===== src/hdl/bba_pkg.sv =====
package bba_pkg;

    localparam int NUM_BLOCKS = 32;
    localparam int MAX_FILES = 32;
    localparam int RESULT_CAP = 31;

    localparam int SIZE_W = 6;
    localparam int STATUS_W = 2;
    localparam int BLOCK_NUMBER_W = 5;
    localparam int LOGICAL_NUMBER_W = 5;

    localparam int BLK_W = $clog2(NUM_BLOCKS);
    localparam int FREE_W = $clog2(NUM_BLOCKS + 1);
    localparam int FILE_W = $clog2(MAX_FILES + 1);
    localparam int CMP_W = (SIZE_W > FREE_W) ? SIZE_W : FREE_W;

    typedef logic [BLK_W-1:0] blk_t;

    typedef enum logic [STATUS_W-1:0] {
        ST_GRANT    = 2'd0,
        ST_EMPTY    = 2'd1,
        ST_NO_SPACE = 2'd2,
        ST_FULL     = 2'd3
    } status_t;

    typedef struct packed {
        logic en;
        blk_t addr;
        logic data;
    } map_wr_t;

endpackage


===== src/hdl/bitmap_block_allocator.sv =====
// A refused request or an empty grant gives its single result in the cycle after the transfer.
// A grant scans the block map memory from block 0, one entry per cycle, through its registered
// read port: each free block found passes through the pending and result registers before it is shown,
// and busy stays high until the last block of the request is given.
// After reset the map is cleared one entry a cycle, and busy stays high until all 32 entries are cleared.
// Results are shown for one cycle each and the receiver cannot stall them.
module bitmap_block_allocator
    import bba_pkg::*;
(
    input  logic                        clk,
    input  logic                        rst_n,
    input  logic                        start,
    output logic                        busy,
    input  logic [SIZE_W-1:0]           request_size,
    output logic                        strobe,
    output logic [STATUS_W-1:0]         status,
    output logic [BLOCK_NUMBER_W-1:0]   block_number,
    output logic [LOGICAL_NUMBER_W-1:0] logical_number,
    output logic                        last
);

    map_wr_t map_wr;
    blk_t    map_raddr;
    logic    map_rdata;

    bba_ctrl u_ctrl (
        .clk            (clk),
        .rst_n          (rst_n),
        .start          (start),
        .busy           (busy),
        .request_size   (request_size),
        .strobe         (strobe),
        .status         (status),
        .block_number   (block_number),
        .logical_number (logical_number),
        .last           (last),
        .map_wr         (map_wr),
        .map_raddr      (map_raddr),
        .map_rdata      (map_rdata)
    );

    bba_map_ram u_map (
        .clk   (clk),
        .wr    (map_wr),
        .raddr (map_raddr),
        .rdata (map_rdata)
    );

endmodule


===== src/hdl/bba_map_ram.sv =====
module bba_map_ram
    import bba_pkg::*;
(
    input  logic    clk,
    input  map_wr_t wr,
    input  blk_t    raddr,
    output logic    rdata
);

    logic mem [NUM_BLOCKS];

    always_ff @(posedge clk)
    begin
        if (wr.en)
        begin
            mem[wr.addr] <= wr.data;
        end
        rdata <= mem[raddr];
    end

endmodule


===== src/hdl/bba_ctrl.sv =====
module bba_ctrl
    import bba_pkg::*;
(
    input  logic                        clk,
    input  logic                        rst_n,
    input  logic                        start,
    output logic                        busy,
    input  logic [SIZE_W-1:0]           request_size,
    output logic                        strobe,
    output logic [STATUS_W-1:0]         status,
    output logic [BLOCK_NUMBER_W-1:0]   block_number,
    output logic [LOGICAL_NUMBER_W-1:0] logical_number,
    output logic                        last,
    output map_wr_t                     map_wr,
    output blk_t                        map_raddr,
    input  logic                        map_rdata
);

    typedef enum logic [2:0] {
        S_CLEAR = 3'b001,
        S_IDLE  = 3'b010,
        S_SCAN  = 3'b100
    } state_t;

    state_t                      state_reg, state_next;
    blk_t                        addr_reg, addr_next;
    blk_t                        pend_addr_reg, pend_addr_next;
    logic                        pend_reg, pend_next;
    logic [FREE_W-1:0]           free_reg, free_next;
    logic [FILE_W-1:0]           files_reg, files_next;
    logic [SIZE_W-1:0]           size_reg, size_next;
    logic [LOGICAL_NUMBER_W-1:0] given_reg, given_next;
    logic                        strobe_reg, strobe_next;
    status_t                     status_reg, status_next;
    logic [BLOCK_NUMBER_W-1:0]   block_reg, block_next;
    logic [LOGICAL_NUMBER_W-1:0] logical_reg, logical_next;
    logic                        last_reg, last_next;

    logic accept;
    logic table_full;
    logic no_space;
    logic hit;
    logic hit_last;

    assign accept = start && (state_reg == S_IDLE);
    assign table_full = files_reg >= FILE_W'(MAX_FILES);
    assign no_space = (CMP_W'(request_size) >= CMP_W'(free_reg))
        || (request_size > SIZE_W'(RESULT_CAP));
    assign hit = pend_reg && !map_rdata;
    assign hit_last = hit && ((SIZE_W'(given_reg) + SIZE_W'(1)) == size_reg);

    always_comb
    begin
        state_next = state_reg;
        addr_next = addr_reg;
        pend_addr_next = addr_reg;
        pend_next = 1'b0;
        free_next = free_reg;
        files_next = files_reg;
        size_next = size_reg;
        given_next = given_reg;
        strobe_next = 1'b0;
        status_next = status_reg;
        block_next = block_reg;
        logical_next = logical_reg;
        last_next = last_reg;
        map_wr.en = 1'b0;
        map_wr.addr = addr_reg;
        map_wr.data = 1'b0;

        unique case (state_reg)
            S_CLEAR:
            begin
                map_wr.en = 1'b1;
                addr_next = addr_reg + BLK_W'(1);
                if (addr_reg == BLK_W'(NUM_BLOCKS - 1))
                begin
                    state_next = S_IDLE;
                end
            end
            S_IDLE:
            begin
                if (accept)
                begin
                    block_next = '0;
                    logical_next = '0;
                    last_next = 1'b1;
                    priority if (table_full)
                    begin
                        strobe_next = 1'b1;
                        status_next = ST_FULL;
                    end
                    else if (no_space)
                    begin
                        strobe_next = 1'b1;
                        status_next = ST_NO_SPACE;
                    end
                    else if (request_size == '0)
                    begin
                        strobe_next = 1'b1;
                        status_next = ST_EMPTY;
                        files_next = files_reg + FILE_W'(1);
                    end
                    else
                    begin
                        files_next = files_reg + FILE_W'(1);
                        free_next = free_reg - FREE_W'(request_size);
                        size_next = request_size;
                        given_next = '0;
                        addr_next = '0;
                        state_next = S_SCAN;
                    end
                end
            end
            S_SCAN:
            begin
                addr_next = addr_reg + BLK_W'(1);
                pend_next = !hit_last;
                if (hit)
                begin
                    map_wr.en = 1'b1;
                    map_wr.addr = pend_addr_reg;
                    map_wr.data = 1'b1;
                    strobe_next = 1'b1;
                    status_next = ST_GRANT;
                    block_next = BLOCK_NUMBER_W'(pend_addr_reg);
                    logical_next = given_reg;
                    last_next = hit_last;
                    given_next = given_reg + LOGICAL_NUMBER_W'(1);
                end
                if (hit_last)
                begin
                    state_next = S_IDLE;
                end
            end
            default:
            begin
                state_next = S_IDLE;
            end
        endcase
    end

    always_ff @(posedge clk or negedge rst_n)
    begin
        if (!rst_n)
        begin
            state_reg <= S_CLEAR;
            addr_reg <= '0;
            pend_reg <= 1'b0;
            free_reg <= FREE_W'(NUM_BLOCKS);
            files_reg <= '0;
            strobe_reg <= 1'b0;
        end
        else
        begin
            state_reg <= state_next;
            addr_reg <= addr_next;
            pend_reg <= pend_next;
            free_reg <= free_next;
            files_reg <= files_next;
            strobe_reg <= strobe_next;
        end
    end

    always_ff @(posedge clk)
    begin
        pend_addr_reg <= pend_addr_next;
        size_reg <= size_next;
        given_reg <= given_next;
        status_reg <= status_next;
        block_reg <= block_next;
        logical_reg <= logical_next;
        last_reg <= last_next;
    end

    assign busy = (state_reg != S_IDLE);
    assign map_raddr = addr_reg;
    assign strobe = strobe_reg;
    assign status = status_reg;
    assign block_number = block_reg;
    assign logical_number = logical_reg;
    assign last = last_reg;

endmodule


===== config.mk =====
export PLATFORM = sky130hd
export DESIGN_NAME = bitmap_block_allocator
export DESIGN_NICKNAME = d
export VERILOG_FILES = /design/src/hdl/bba_pkg.sv /design/src/hdl/bitmap_block_allocator.sv /design/src/hdl/bba_map_ram.sv /design/src/hdl/bba_ctrl.sv
export SDC_FILE = /design/constraint.sdc
export NUM_CORES = 1
export LEC_CHECK = 0
export BUFFER_PORTS_ARGS = -buffer_cell sky130_fd_sc_hd__buf_2
export CAP_MARGIN = 0
export CORE_MARGIN = 4
export CORE_UTILIZATION = 45
export DETAILED_ROUTE_END_ITERATION = 7
export GPL_TIMING_DRIVEN = 0
export SYNTH_ARGS = -nofsm -noshare
export SYNTH_HDL_FRONTEND = slang
export SYNTH_SLANG_ARGS = --single-unit

===== constraint.sdc =====
create_clock -name clk -period 6.1 [get_ports clk]
set_clock_uncertainty 0.2 [all_clocks]
set_input_delay 0.61 -clock clk [delete_from_list [all_inputs] [get_ports clk]]
set_output_delay 0.61 -clock clk [all_outputs]
set_load 0.01 [all_outputs]

==> reports/results.txt <==
Setup ws final -> 3160 ps
# diodes -> 0
Drt first pass iters -> 4
Top layer reached by signal wires -> met4
Initial core utilization -> 0.460
GR Overflow Total -> 0
First DRT Iteration DRCs -> 70
Hold_ws -> 31.8 ps
CTS clk-pin slew, worst paths -> 90 ps
Die footprint -> 0.0104 mm²
Skew-Pair Late Insertion Delay -> 350 ps
WP data arrival -> 2800 ps
Worst R2R Setup Slack -> 3160 ps
Most numerous cell in the Yosys netlist -> edfxtp_1
Asr flop ratio synth -> 0.262
# rows -> 34
First-pass GRT wire length -> 12.4 mm
Worst setup SP type -> flop
Syn nets -> 341
DIE HEIGHT -> 102 µm
Max-capacitance violation count -> 0
WL met3 -> 303 µm
Cell accounting for the most synthesized area -> edfxtp_1
Final setup violation count -> 0
Pre-CTS WS -> 2950 ps
DP HPWL -> 5.24 mm
Gpl congestion -> 0.822
Core ar. -> 0.00868 mm²
Avg Synthesized Cell Area -> 12.5 µm²
Post-synth top flop -> edfxtp_1
Max Fclk -> 341 MHz
Overall routing resource usage -> 0.157
CTS Sinks -> 84
Final-report hold violation count -> 0
Post-synth EDFFs -> 56
Leakage power -> 1.58 nW
RSZ-0062 raised after global routing -> no
Largest net degree at the start of global routing -> 39
Layout cells sized above 1 -> 0.164
Min-delay worst type -> in2async
Non-Filler Instances -> 467
Remaining DRCs -> 0
Library cells used by synthesis -> 51
Power per Cell Area -> 367 mW/mm²
Post-CTS Resized -> 0
CTS tree -> built
Vias per std cell -> 5.33
Setup Buffers After CTS -> 0
Placed insts -> 451
RR Endpoint -> u_map.mem[15]
Multi-input logic area -> 0.00151 mm²
Pins over their slew limit -> 0
Root Buffer -> clkbuf_8
Area fraction of the dominant cell type after synthesis -> 0.421
Setup CP Type -> reg2reg
Req. time, crit path -> 5960 ps
P&R area growth vs syn -> 11.3%
Filler cells -> 790
Max FFs per register -> 32
Die width -> 102 µm
DR vias -> 2,489
CP Cell Sequence -> nor3b_1, nand2_1, inv_2, a31oi_1, nor2_1
Synth Register Bits -> 84
Worst path max stage delay -> 520 ps
Crit path max-delay cell type -> inv_2
Post-layout min period -> 2940 ps
Reg2Reg Launch Point -> u_ctrl.state_reg[1]
Cell Area, Synth -> 0.00400 mm²
Status -> finished clean
Maximum fanout along the worst path -> 38
Reg with most FFs -> u_map.mem
WL final -> 7.49 mm
Ys Warns -> 0
Vias in the first global route -> 2,478
Routed wl met2 -> 3.45 mm
Post-Syn Instances -> 320
Post-synth top cells -> edfxtp_1 (56), nor2_1 (53), dfrtp_1 (20)
Final nets -> 375
Worst-Margin Slew -> 984 ps
Post-CTS Hold Buffers -> 0
Clock tree buffer depth -> 2
Antenna-violating nets left -> 0
Register Area -> 0.00235 mm²
Setup TNS -> 0 ps
CP Capture Type -> flop
Worst vdd ir -> 0.174 mV
M1 WL -> 3.64 mm
Average wire per standard cell -> 16.0 µm
R2r worst-path depth -> 5
Max_slew headroom -> 0.344
H-tree levels -> 3
Port bufs -> 23
CTS buffer count -> 9
Crit share post-route -> 0.481
Seq/Total Area, Yosys -> 0.589
Top cells by area, synth -> edfxtp_1 (42%), dfrtp_1 (13%), nor2_1 (5.0%), ha_1 (3.4%), mux4_2 (3.4%)
Antenna violations before repair -> 0
IO Count -> 24
Finished Core Util -> 0.512
[how the worst max path moves through the flow]
stage	start	end	slack (ps)
floorplan	request_size[4]	u_ctrl.free_reg[1]	3400
global placement	request_size[4]	u_ctrl.free_reg[3]	2970
detailed placement	request_size[4]	u_ctrl.free_reg[1]	2950
CTS	u_ctrl.state_reg[1]	u_map.mem[15]	3100
global route	u_ctrl.state_reg[1]	u_map.mem[19]	2810
finish	u_ctrl.state_reg[1]	u_map.mem[15]	3160
[through the flow]
step	area, µm²	power [mW]
finish	4450	1.63
global route	4450	1.74
CTS	4450	1.65
detailed placement	4250	1.25
global placement	4250	1.24
floorplan	4000	1.12
[power by group]
part	switching, mW	total [mW]	internal [mW]
Sequential	0.0601	0.765	0.705
Combinational	0.267	0.468	0.200
Clock	0.207	0.398	0.191
[kinds of logic (layout without fill, tap and decap cells)]
logic type,count (synthesis),count (layout),share of synthesized area
AO/OA/AOI/OAI,36,36,0.0651
XOR/XNOR,16,16,0.0351
adder cells (fa/ha/maj),13,13,0.0420
buffers and inverters,29,68,0.0319
flip-flops,84,84,0.589
multiplexers,19,19,0.0852
AND/OR/NAND/NOR,123,123,0.151
[worst max-delay path: cells and delay by family, from the launching register on]
family,cells,cell delay (ps)
buffers and inverters,1,520
AOI/OAI and AO/OA,1,420
DFF,1,460
and+or+nand+nor,3,1030
[cell usage in the layout (no fill, tap or decap), types with 3 or more instances in the layout]
cell	synthesis	routed
o21ai_1	4	4
nor2b_1	4	4
inv_1	14	14
a31oi_1	8	8
mux2_1	6	6
mux4_2	6	6
a21o_1	5	5
nand2b_1	4	4
nand2_1	14	14
nor3_1	4	4
mux4_1	4	4
nor2_1	53	53
buf_2	0	23
dfxtp_1	6	6
xnor2_1	11	11
edfxtp_1	56	56
a21oi_1	4	4
nand3_1	12	12
and3_1	6	6
clkbuf_1	10	10
xor2_1	5	5
clkbuf_8	0	9
and2_1	12	12
dfrtp_1	20	20
nor4b_1	3	3
ha_1	11	11
[final cells by class]
type	count	share of cell area
multi-input combinational	207	0.340
clock inverter	7	0.0172
clock buffer	9	0.0279
sequential	84	0.530
tap	108	0.0304
timing repair buffer	23	0.0259
buffer	13	0.0152
inverter	16	0.0135
[metal layers]
metal / up-vias / global-route usage
li1: 1230 / -
met2: 44 / 0.238
met1: 1207 / 0.222
met3: 8 / 0.0396
met4: 0 / 0.0525
met5: - / 0
Note: power is estimated with default switching activity, not from simulation.
